File: config.mk
export PLATFORM = sky130hd
export DESIGN_NAME = priority_counter_task_scheduler
export DESIGN_NICKNAME = d
export VERILOG_FILES = /design/src/pcts_pkg.sv /design/src/pcts_front.sv /design/src/pcts_back.sv /design/src/priority_counter_task_scheduler.sv
export SDC_FILE = /design/constraint.sdc
export NUM_CORES = 1
export LEC_CHECK = 0
export ABC_CLOCK_PERIOD_IN_PS = 6300
export BUFFER_PORTS_ARGS = -buffer_cell sky130_fd_sc_hd__buf_2
export CAP_MARGIN = 10
export CORE_MARGIN = 2
export CORE_UTILIZATION = 30
export DETAILED_ROUTE_END_ITERATION = 10
export GPL_TIMING_DRIVEN = 0
export MAX_ROUTING_LAYER = met4
export PLACE_DENSITY = 0.4
export SLEW_MARGIN = 20
export SYNTH_ARGS = -nofsm -noshare
export SYNTH_HDL_FRONTEND = slang
export SYNTH_SLANG_ARGS = --single-unit
export TNS_END_PERCENT = 100
File: constraint.sdc
create_clock -name clk -period 6.3 [get_ports clk]
set_input_delay 0.315 -clock clk [delete_from_list [all_inputs] [get_ports clk]]
set_output_delay 0.315 -clock clk [all_outputs]
set_load 0.01 [all_outputs]
File: src/pcts_pkg.sv
// Shared constants, types and the front-to-back command format of the task scheduler.
package pcts_pkg;

  localparam int NUM_TASKS     = 32;
  localparam int PRIORITY_BITS = 8;
  localparam int TIDX_W        = $clog2(NUM_TASKS);
  localparam int CNT_W         = 9;
  localparam int IN_IDX_W      = 5;
  localparam int IN_PRI_W      = 8;
  localparam int Q_DEPTH       = 2;
  localparam int QPTR_W        = $clog2(Q_DEPTH);
  localparam int QCNT_W        = $clog2(Q_DEPTH + 1);
  localparam int SUM_W         = ((PRIORITY_BITS > CNT_W - 1) ? PRIORITY_BITS : CNT_W - 1) + 1;
  localparam logic [CNT_W-1:0] CNT_MAX = '1;

  typedef enum logic [1:0] {
    CMD_TICK,
    CMD_LOAD,
    CMD_REPORT
  } cmd_kind_t;

  typedef struct packed {
    cmd_kind_t                kind;
    logic [TIDX_W-1:0]        idx;
    logic [PRIORITY_BITS-1:0] pri;
    logic [CNT_W-1:0]         cnt;
    logic                     run;
  } cmd_t;

  typedef enum logic [2:0] {
    S_IDLE,
    S_DEC,
    S_SCAN,
    S_REFILL,
    S_FIN
  } state_t;

endpackage

File: src/pcts_front.sv
// Front end: takes input items, classifies them into commands and queues them for the back end.
module pcts_front import pcts_pkg::*; (
  input  logic                clk,
  input  logic                rst,
  input  logic                in_valid,
  output logic                in_ready,
  input  logic                op,
  input  logic [IN_IDX_W-1:0] task_index,
  input  logic [IN_PRI_W-1:0] priority_value,
  input  logic [CNT_W-1:0]    counter_value,
  input  logic                runnable,
  output logic                q_valid,
  input  logic                q_ready,
  output cmd_t                q_cmd
);

  cmd_t              cls;
  cmd_t              qmem [Q_DEPTH];
  logic [QPTR_W-1:0] wr_ptr;
  logic [QPTR_W-1:0] rd_ptr;
  logic [QCNT_W-1:0] q_count;
  logic              push;
  logic              pop;
  logic              slot_ok;

  // loads to the idle slot or past the table only report state
  assign slot_ok = (task_index != '0) && ({{(32-IN_IDX_W){1'b0}}, task_index} < NUM_TASKS);

  always_comb begin
    cls.idx = TIDX_W'(task_index);
    cls.pri = PRIORITY_BITS'(priority_value);
    cls.cnt = counter_value;
    cls.run = runnable;
    if (!op) begin
      cls.kind = CMD_TICK;
    end else if (slot_ok) begin
      cls.kind = CMD_LOAD;
    end else begin
      cls.kind = CMD_REPORT;
    end
  end

  assign in_ready = (q_count != QCNT_W'(Q_DEPTH));
  assign q_valid  = (q_count != '0);
  assign q_cmd    = qmem[rd_ptr];
  assign push     = in_valid && in_ready;
  assign pop      = q_valid && q_ready;

  always_ff @(posedge clk) begin
    if (push) begin
      qmem[wr_ptr] <= cls;
    end
  end

  always_ff @(posedge clk) begin
    if (rst) begin
      wr_ptr  <= '0;
      rd_ptr  <= '0;
      q_count <= '0;
    end else begin
      if (push) begin
        wr_ptr <= (wr_ptr == QPTR_W'(Q_DEPTH - 1)) ? '0 : wr_ptr + 1'b1;
      end
      if (pop) begin
        rd_ptr <= (rd_ptr == QPTR_W'(Q_DEPTH - 1)) ? '0 : rd_ptr + 1'b1;
      end
      if (push && !pop) begin
        q_count <= q_count + 1'b1;
      end else if (pop && !push) begin
        q_count <= q_count - 1'b1;
      end
    end
  end

endmodule

File: src/pcts_back.sv
// Back end: task table and the sequencer that runs loads, ticks, scans and refills.
module pcts_back import pcts_pkg::*; (
  input  logic                clk,
  input  logic                rst,
  input  logic                q_valid,
  output logic                q_ready,
  input  cmd_t                q_cmd,
  output logic                out_valid,
  input  logic                out_ready,
  output logic [IN_IDX_W-1:0] current_task,
  output logic                switched,
  output logic [CNT_W-1:0]    selected_counter,
  output logic                refilled,
  output logic                no_runnable
);

  logic [CNT_W-1:0]         tcnt [NUM_TASKS];
  logic [PRIORITY_BITS-1:0] tpri [NUM_TASKS];
  logic                     trun [NUM_TASKS];

  state_t            st, st_next;
  logic [TIDX_W-1:0] cur, cur_next;
  logic [TIDX_W-1:0] idx, idx_next;
  logic [TIDX_W-1:0] best, best_next;
  logic [CNT_W-1:0]  best_cnt, best_cnt_next;
  logic              refill_done, refill_done_next;
  logic              sw_flag, sw_flag_next;
  logic              none_flag, none_flag_next;
  logic              out_valid_next;
  logic              load_out;

  logic [TIDX_W-1:0]        rd_addr;
  logic [CNT_W-1:0]         rc;
  logic                     rr;
  logic [PRIORITY_BITS-1:0] rp;
  logic                     we_all;
  logic                     we_cnt;
  logic [TIDX_W-1:0]        wa;
  logic [CNT_W-1:0]         wcnt;

  logic [CNT_W-1:0]  dec_val;
  logic              hit;
  logic [TIDX_W-1:0] nb;
  logic [CNT_W-1:0]  nbc;
  logic [SUM_W-1:0]  sum;
  logic [CNT_W-1:0]  refill_val;

  // one table read port, steered by the sequencer
  assign rd_addr = (st == S_SCAN || st == S_REFILL) ? idx : cur;
  assign rc      = tcnt[rd_addr];
  assign rp      = tpri[rd_addr];
  assign rr      = trun[rd_addr];

  assign dec_val    = (rc != '0) ? rc - 1'b1 : '0;
  assign hit        = rr && (rc > best_cnt);
  assign nb         = hit ? idx : best;
  assign nbc        = hit ? rc : best_cnt;
  assign sum        = SUM_W'(rc >> 1) + SUM_W'(rp);
  assign refill_val = (sum > SUM_W'(CNT_MAX)) ? CNT_MAX : CNT_W'(sum);

  always_ff @(posedge clk) begin
    if (rst) begin
      for (int i = 0; i < NUM_TASKS; i++) begin
        tcnt[i] <= '0;
        tpri[i] <= '0;
        trun[i] <= 1'b0;
      end
    end else if (we_all) begin
      tcnt[wa] <= wcnt;
      tpri[wa] <= q_cmd.pri;
      trun[wa] <= q_cmd.run;
    end else if (we_cnt) begin
      tcnt[wa] <= wcnt;
    end
  end

  always_ff @(posedge clk) begin
    if (rst) begin
      st          <= S_IDLE;
      cur         <= '0;
      idx         <= '0;
      best        <= '0;
      best_cnt    <= '0;
      refill_done <= 1'b0;
      sw_flag     <= 1'b0;
      none_flag   <= 1'b0;
      out_valid   <= 1'b0;
    end else begin
      st          <= st_next;
      cur         <= cur_next;
      idx         <= idx_next;
      best        <= best_next;
      best_cnt    <= best_cnt_next;
      refill_done <= refill_done_next;
      sw_flag     <= sw_flag_next;
      none_flag   <= none_flag_next;
      out_valid   <= out_valid_next;
    end
  end

  always_ff @(posedge clk) begin
    if (load_out) begin
      current_task     <= IN_IDX_W'(cur);
      switched         <= sw_flag;
      selected_counter <= rc;
      refilled         <= refill_done;
      no_runnable      <= none_flag;
    end
  end

  always_comb begin
    st_next          = st;
    cur_next         = cur;
    idx_next         = idx;
    best_next        = best;
    best_cnt_next    = best_cnt;
    refill_done_next = refill_done;
    sw_flag_next     = sw_flag;
    none_flag_next   = none_flag;
    out_valid_next   = out_valid && !out_ready;
    load_out         = 1'b0;
    q_ready          = 1'b0;
    we_all           = 1'b0;
    we_cnt           = 1'b0;
    wa               = cur;
    wcnt             = q_cmd.cnt;

    case (st)
      S_IDLE: begin
        q_ready = 1'b1;
        if (q_valid) begin
          refill_done_next = 1'b0;
          sw_flag_next     = 1'b0;
          none_flag_next   = 1'b0;
          case (q_cmd.kind)
            CMD_LOAD: begin
              we_all  = 1'b1;
              wa      = q_cmd.idx;
              st_next = S_FIN;
            end
            CMD_TICK: begin
              if (cur == '0) begin
                idx_next      = TIDX_W'(NUM_TASKS - 1);
                best_next     = '0;
                best_cnt_next = '0;
                st_next       = S_SCAN;
              end else begin
                st_next = S_DEC;
              end
            end
            default: st_next = S_FIN;
          endcase
        end
      end
      S_DEC: begin
        we_cnt = 1'b1;
        wa     = cur;
        wcnt   = dec_val;
        if (dec_val == '0) begin
          idx_next      = TIDX_W'(NUM_TASKS - 1);
          best_next     = '0;
          best_cnt_next = '0;
          st_next       = S_SCAN;
        end else begin
          st_next = S_FIN;
        end
      end
      S_SCAN: begin
        // walk from the top slot down to 1; strict > keeps the higher index on ties
        if (idx == TIDX_W'(1)) begin
          if (nb == '0) begin
            if (!refill_done) begin
              refill_done_next = 1'b1;
              idx_next         = TIDX_W'(1);
              st_next          = S_REFILL;
            end else begin
              none_flag_next = 1'b1;
              st_next        = S_FIN;
            end
          end else begin
            sw_flag_next = (nb != cur);
            cur_next     = nb;
            st_next      = S_FIN;
          end
        end else begin
          idx_next      = idx - 1'b1;
          best_next     = nb;
          best_cnt_next = nbc;
        end
      end
      S_REFILL: begin
        we_cnt = rr;
        wa     = idx;
        wcnt   = refill_val;
        if (idx == TIDX_W'(NUM_TASKS - 1)) begin
          best_next     = '0;
          best_cnt_next = '0;
          st_next       = S_SCAN;
        end else begin
          idx_next = idx + 1'b1;
        end
      end
      S_FIN: begin
        if (!out_valid || out_ready) begin
          load_out       = 1'b1;
          out_valid_next = 1'b1;
          st_next        = S_IDLE;
        end
      end
      default: st_next = S_IDLE;
    endcase
  end

`ifndef SYNTHESIS
  a_fin_holds: assert property (@(posedge clk) disable iff (rst)
    (st == S_FIN && out_valid && !out_ready) |=> (st == S_FIN))
    else $error("result slot overwritten while pending");
  a_sw_none: assert property (@(posedge clk) disable iff (rst)
    out_valid |-> !(switched && no_runnable))
    else $error("switch reported together with no runnable task");
  a_sw_not_idle: assert property (@(posedge clk) disable iff (rst)
    (out_valid && switched) |-> (current_task != '0))
    else $error("switch to the idle slot");
  a_refill_once: assert property (@(posedge clk) disable iff (rst)
    (st == S_REFILL) |-> refill_done)
    else $error("refill pass without refill mark");
`endif

endmodule

File: src/priority_counter_task_scheduler.sv
// Top level of the counter/priority timer-tick task scheduler.
// Sequence, transfer to result: a load writes its table slot; a tick decrements the current
// task's counter and, when it reaches zero or the idle task is current, scans the slots. With no
// runnable positive counter it adds a refill pass and a second scan before the result is posted.
// Throughput: one item at a time in the back end; a 2-deep queue keeps the input transferring.
// Reset (synchronous): all counters, priorities and runnable flags zero, idle task current.
module priority_counter_task_scheduler import pcts_pkg::*; (
  input  logic                clk,
  input  logic                rst,
  input  logic                in_valid,
  output logic                in_ready,
  input  logic                op,
  input  logic [IN_IDX_W-1:0] task_index,
  input  logic [IN_PRI_W-1:0] priority_value,
  input  logic [CNT_W-1:0]    counter_value,
  input  logic                runnable,
  output logic                out_valid,
  input  logic                out_ready,
  output logic [IN_IDX_W-1:0] current_task,
  output logic                switched,
  output logic [CNT_W-1:0]    selected_counter,
  output logic                refilled,
  output logic                no_runnable
);

  logic q_valid;
  logic q_ready;
  cmd_t q_cmd;

  pcts_front u_front (
    .clk            (clk),
    .rst            (rst),
    .in_valid       (in_valid),
    .in_ready       (in_ready),
    .op             (op),
    .task_index     (task_index),
    .priority_value (priority_value),
    .counter_value  (counter_value),
    .runnable       (runnable),
    .q_valid        (q_valid),
    .q_ready        (q_ready),
    .q_cmd          (q_cmd)
  );

  pcts_back u_back (
    .clk              (clk),
    .rst              (rst),
    .q_valid          (q_valid),
    .q_ready          (q_ready),
    .q_cmd            (q_cmd),
    .out_valid        (out_valid),
    .out_ready        (out_ready),
    .current_task     (current_task),
    .switched         (switched),
    .selected_counter (selected_counter),
    .refilled         (refilled),
    .no_runnable      (no_runnable)
  );

endmodule
Yosys cells after proc, flatten, opt, wreduce, memory -nomap -nowiden
Memory sizes are Yosys's and may differ from the RTL's. A register that Yosys moved wholly into a read port is not among the register bits.
Cells that the tools add are included.
- flip-flop bits (word level): 52
- RAM bits: 626
- input port bits: 28
- output and inout bits: 19
- word-level logic and storage cells: 182
- memories kept: 4
- $add $sub $neg: 8
- order comparisons: 2
- equal/unequal tests: 24
- mux-type cells: 91
- bitwise operators: 2
- reductions and logical operators: 34
- memories (name ; depth ; bits a word ; read ports ; clocked after Yosys merged registers in ; wr ports ; RTL line ; source):
    u_back.tcnt ; 32 ; 9 ; 1 ; 0 ; 32 ; pcts_back.sv:17 ; logic [CNT_W-1:0] tcnt [NUM_TASKS];
    u_back.tpri ; 32 ; 8 ; 1 ; 0 ; 32 ; pcts_back.sv:18 ; logic [PRIORITY_BITS-1:0] tpri [NUM_TASKS];
    u_front.qmem ; 2 ; 25 ; 1 ; 1 ; 1 ; pcts_front.sv:18 ; cmd_t qmem [Q_DEPTH];
    u_back.trun ; 32 ; 1 ; 1 ; 0 ; 32 ; pcts_back.sv:19 ; logic trun [NUM_TASKS];
- operators with widths (operator ; number):
    $mux W5 ; 21
    $mux W9 ; 11
    $pmux W5 S4 ; 2
    $pmux W9 S4 ; 1
    $mux W1 ; 35
    $mux W3 ; 8
    $ne A2 B2 Y1 const B ; 9
    $pmux W9 S2 ; 1
    $reduce_and A8 Y1 ; 2
    $pmux W3 S5 ; 1
    $reduce_and A4 Y1 ; 3
    $logic_not A5 Y1 ; 2
    $mux W2 ; 5
    $ne A2 B1 Y1 const B ; 5
    $pmux W5 S2 ; 1
    $add A8 B8 Y9 ; 1
    $gt A9 B9 Y1 ; 1
    $gt A9 B9 Y1 const B ; 1
    $logic_not A9 Y1 ; 1
    $reduce_bool A9 Y1 ; 1
    $reduce_or A9 Y1 ; 1
    $sub A9 B1 Y9 const B ; 1
    $mux W8 ; 1
    $pmux W1 S2 ; 4
    other kinds (28) ; 42

Longest topological paths before layout
An unclocked memory read counts as a cell.
- depth in word-level cells: 12
- mapped depth: 28
- mapped depth without buffers: 20

Hierarchy
From an unflattened synthesis, not the netlist that was laid out.
- cells, all modules: 2985
- area, all modules: 32862.8 µm²
- by module, submodules not included (module ; times used ; cells an instance ; area each (µm²) ; sequential area each (µm²)):
    pcts_back ; 1 ; 2879 ; 30818.3 ; 18427.7
    pcts_front ; 1 ; 106 ; 2044.5 ; 1601.5

Worst setup path after synthesis
Ideal clock, no wire load.
- kind: register to register
- start point: reg u_back.idx[0]
- end point: mem u_back.tcnt[10][8], data pin
- library setup time: 265 ps
- arrival time: 5497 ps
- required time: 6035 ps
- path slack: 538 ps
- cell stages (with the launch flop): 28
- path buffers: 8
- clock period less this slack: 5762 ps
- cells stage by stage: dfxtp_1 buf_2 nand3b_1 o21ai_2 buf_4 buf_4 buf_6 buf_4 clkbuf_1 buf_1 mux4_2 nand2_1 nand3_1 nand3_1 o21ai_0 ha_1 fa_1 a21oi_1 nor2_1 nor2_1 nor2b_1 o21ai_0 a21oi_1 o21ai_0 nand3b_1 a31oi_1 clkbuf_1 nor2_1
- RTL lines (what ; RTL line ; source):
    from (decl) ; pcts_back.sv:23 ; logic [TIDX_W-1:0] idx, idx_next;
    from (signal assigned) ; pcts_back.sv:91 ; idx <= idx_next;
    to (decl) ; pcts_back.sv:17 ;

Final worst setup path
- start point: reg u_back.st[2]
- end point: reg u_back.best_cnt[6]
- cells in the longest elaborated chain, start to end: 9
- elaborated cells on any way between the ends: 26
- classes of those cells: add/sub: 1; order compare: 1; eq/ne: 10; mux: 5; reduce/logical: 7; memory: 2
- ends and longest elaborated chain (what ; RTL line ; source):
    from (decl) ; pcts_back.sv:21 ; state_t st, st_next;
    from (signal assigned) ; pcts_back.sv:89 ; st <= st_next;
    $eq A3 B2 Y1 ; pcts_back.sv:49, pcts_back.sv:128 ;
    $logic_or A1 B1 Y1 ; pcts_back.sv:49 ; assign rd_addr = (st == S_SCAN || st == S_REFILL) ? idx : cur;
    $mux W5 ; pcts_back.sv:49 ;
    $mem_v2 Z32 W9 ; -- ;
    $sub A9 B1 Y9 or $reduce_bool A9 Y1 (tied branches) ; pcts_back.sv:54 ; assign dec_val = (rc != '0) ? rc - 1'b1 : '0;
    $mux W9 ; pcts_back.sv:54 ;
    $logic_not A9 Y1 ; pcts_back.sv:159 ; if (dec_val == '0) begin
    $ne A2 B1 Y1 (no line) ; -- ;
    $reduce_and A8 Y1 (no line) ; -- ;
    to (signal assigned) ; pcts_back.sv:93 ; best_cnt <= best_cnt_next;
    to (decl) ; pcts_back.sv:25 ; logic [CNT_W-1:0] best_cnt, best_cnt_next;
Parallel ways exist; a longest one is shown, timed or not. The select of a mux whose other input is x is not followed.
A chain may end at the register's enable or synchronous reset.

==> summary.md <==
For the last weighted congestion value of the routability-driven placer, the log shows 0.946. The tools report the clock tree root buffer cell as sky130_fd_sc_hd__clkbuf_16. The setup path with the least slack is of type reg2reg.

Arrival time at the worst endpoint: 6730 ps. The data required time of the critical path was 6830 ps. For the setup violation total in the final timing report, the log shows 0. Headroom to the max-slew limit came out at 23.7%. Relative to the synthesized area, the layout overhead comes to 18.4%.

For the finished layout, the period the worst path requires is 6210 ps. Clock tree synthesis found a total of 679 sinks. After detailed routing, the number of vias per cell comes to 5.42. Counting flops with an async set or reset pin after synthesis yields a share of 0%. The core region is 105,000 um2. The worst setup path is captured at a register. TritonCTS built the clock tree. For this design the top-level I/O count stands at 47.

Summed over all cells, the static leakage comes to 13.4 nW. Before antenna repair, the detailed router went through 7 iterations. On the critical path the largest part of the delay comes from compound AO/OA/AOI/OAI gates.

STA classifies the critical path startpoint as a register. Power comes to 13.3 mW. For this run, design rule violations remaining after detail routing come to 0. The final layout contains 2,830 nets. The clock-pin slew on the worst setup and hold paths is 60 ps, and the starting utilization of the core area is 30.3%.

Row generation in the floorplan step produced 119 rows. The largest area contributor in the synthesized netlist was sky130_fd_sc_hd__edfxtp_1. Each instance of the synthesized netlist takes up on average 12.3 um2. Yosys mapped the design onto 83 distinct sky130hd cell types. For this run, the slowest stage of the critical path takes 740 ps. Traced cell by cell, the critical path runs through nand2b_1 -> buf_6 -> mux2i_2 -> clkbuf_2 -> a211oi_1 -> a2111oi_4 -> o22ai_1 -> nor2_4 -> buf_4 -> inv_1 -> ha_1 -> inv_1 -> a211oi_1 -> or4b_1 -> or3_1 -> o2111ai_2 -> o211ai_4 -> or2_0 -> buf_2 -> buf_6 -> a31o_2. Share of the yosys chip area belonging to registers: 62.9%.

Hold is met by 78.5 ps. Synthesis inferred 679 register bits. The number of buffers and inverters on the critical path was 7; the count of final hold-check violations was 0. For the synthesized netlist net count, the log shows 2,641. Global routing used 24.1% of the available tracks across all layers.

The clock latency on the worst-skew pair came out at 650 ps. The wire length reported by the detailed router is 127,000 um. The flow ran to the end, and the final reports show no timing, DRC or antenna violations. The wire-length estimate of the detail-placed layout is 90,200 um. The detailed router placed 23,000 vias in this run. The number of flops mapped to enable cells by yosys is 643, and the height of the chip is 330 um. Entering global routing, the biggest net connects 26 pins. After synthesis, the most frequently instantiated cells are sky130_fd_sc_hd__nor2_1, sky130_fd_sc_hd__edfxtp_1, sky130_fd_sc_hd__nand2_1, sky130_fd_sc_hd__clkbuf_1, sky130_fd_sc_hd__mux4_2. The yosys synthesis warning count was 0; the filler cell count was 10,300. Static timing analysis puts the maximum clock frequency at 161 MHz. sky130_fd_sc_hd__nor2_1 is the most common cell in the netlist.

The initial detailed-routing violation count was 2,394; the peak fanout along the critical path was 10. In the final routed layout, each cell accounts on average for 30.0 um. At the pin with the least slew margin, the transition time is 1150 ps. The maximum buffer depth of the clock tree was 3. The final critical path takes up 98.5% of the cycle. The tools report the final number of max-transition violations as 0. IR analysis of the VDD net gives a maximum drop of 193 uV.

Global routing finished with a remaining overflow of 0. The initial antenna violation count is 1, and the floorplan die area is 109,000 um2. The class of the most critical hold timing path is in2reg. First-pass GRT wire length: 177,000 um.

The max-capacitance violation count was 0. Power density over the cells: 351 nW/um2. After synthesis, the largest area contributor takes up 60.6% of total cell area. The tools report the number of routed nets with antenna violations as 0. The depth of the CTS H-tree was 3. Of the cells placed in the final design, the portion with a size suffix greater than 1 is 18.6%.

The x dimension of the die was 330 um. Most instantiated flip-flop cell in the synthesis netlist: sky130_fd_sc_hd__edfxtp_1. In the post-synthesis netlist, the biggest area contributors are sky130_fd_sc_hd__edfxtp_1, sky130_fd_sc_hd__nor2_1, sky130_fd_sc_hd__mux4_2. The port buffer count was 45. On the critical path, the stage with the largest delay is an instance of sky130_fd_sc_hd__mux2i_2. The tools report the via count of the first global-routing pass as 23,000.

The logs give 31,900 um2 for the synthesized area and 79 for the TritonCTS buffer count. The instance count of the mapped netlist was 2,589. For the final database, setup skew stands at 24.9 ps.
layout make-up:
cell class,count,area [um2],area share (%)
Sequential cell,679,20000,53.1
Multi-Input combinational cell,1693,11300,29.9
Clock buffer,103,2140,5.68
Tap cell,1391,1740,4.61
Buffer,169,1100,2.92
Timing Repair Buffer,111,888,2.36
Clock inverter,42,350,0.929
Inverter,45,169,0.448
Antenna cell,3,7.51,0.0199
worst reg2reg max path, stage by stage (launching register included):
cell	delay, ps
sky130_fd_sc_hd__dfxtp_1	390
sky130_fd_sc_hd__nand2b_1	150
sky130_fd_sc_hd__buf_6	200
sky130_fd_sc_hd__mux2i_2	740
sky130_fd_sc_hd__clkbuf_2	540
sky130_fd_sc_hd__a211oi_1	150
sky130_fd_sc_hd__a2111oi_4	560
sky130_fd_sc_hd__o22ai_1	230
sky130_fd_sc_hd__nor2_4	240
sky130_fd_sc_hd__buf_4	160
sky130_fd_sc_hd__inv_1	40
sky130_fd_sc_hd__ha_1	300
sky130_fd_sc_hd__inv_1	60
sky130_fd_sc_hd__a211oi_1	200
sky130_fd_sc_hd__or4b_1	520
sky130_fd_sc_hd__or3_1	360
sky130_fd_sc_hd__o2111ai_2	230
sky130_fd_sc_hd__o211ai_4	190
sky130_fd_sc_hd__or2_0	280
sky130_fd_sc_hd__buf_2	160
sky130_fd_sc_hd__buf_6	150
sky130_fd_sc_hd__a31o_2	250
placed cells by master (no fill, tap or decap), drive strengths merged, types with 35 or more instances in the layout:
master,count
mux4,93
o21ai,37
nor2,677
edfxtp,643
clkbuf,210
nand2,270
mux2i,83
a211oi,52
dfxtp,36
inv,50
mux2,36
nor3,35
buf,148
o211a,47
nand3,51
cells by family after synthesis:
logic type | after synthesis | share of synthesized area (%)
DFF | 679 | 62.9
adders and majority gates | 24 | 0.966
xor gates and xnor gates | 16 | 0.440
muxes | 212 | 10.5
buffers and inverters | 217 | 2.92
and+or+nand+nor | 1120 | 14.4
AOI/OAI and AO/OA | 321 | 7.89
routing by layer:
layer,vias up,global-route usage (%),wire length [um]
met4,0,9.97,5890
li1,9942,-,-
met5,-,-,0
met2,931,38.5,60600
met1,11800,30.9,53800
met3,259,3.15,6930
metrics by stage:
stage	instance area (um2)	setup TNS [ps]	worst slack, ps	cells	utilization (%)
after CTS	37500	0	19.6	4225	35.6
final	37700	0	92.5	4236	35.8
after floorplan	31900	0	538	2589	-
after detailed placement	34100	-939500	-2980	4040	32.4
after global routing	37700	-52.7	-31.6	4234	35.8
after global placement	33800	-1399410	-3340	4025	32.1
power by group:
part           internal, mW  total, mW  switching [mW]
clock network          2.54       4.48            1.94
registers              5.22       5.32          0.0997
logic                 0.997       3.45            2.45
total                  8.76       13.3            4.50
repair_timing:
item	4_1_cts	5_1_grt
hold buffers	24	0
pin swaps	8	7
resized for setup	170	70
endpoints found under the hold margin	48	0
endpoints found under the setup margin	606	326
buffers inserted	19	7
flip-flops by register name, summed over array words and instances (netlist names), 2 cells and up, named ones only:
name / count
u_back.best: 5
u_back.selected_counter: 9
u_back.st: 3
u_back.cur: 5
u_back.idx: 5
u_back.trun: 32
u_back.best_cnt: 9
u_back.tcnt: 288
u_front.q_count: 2
u_front.qmem: 50
u_back.tpri: 256
u_back.current_task: 5
final timing paths:
check / from / to / slack, ps / depth (start not counted)
min: out_ready / u_back.out_valid / 80 / 4
max reg2reg: u_back.st[2] / u_back.best_cnt[6] / 90 / 21
max: u_back.st[2] / u_back.best_cnt[6] / 90 / 21
min reg2reg: u_back.cur[4] / u_back.current_task[4] / 440 / 0
Power figures use the tool's default switching activity.
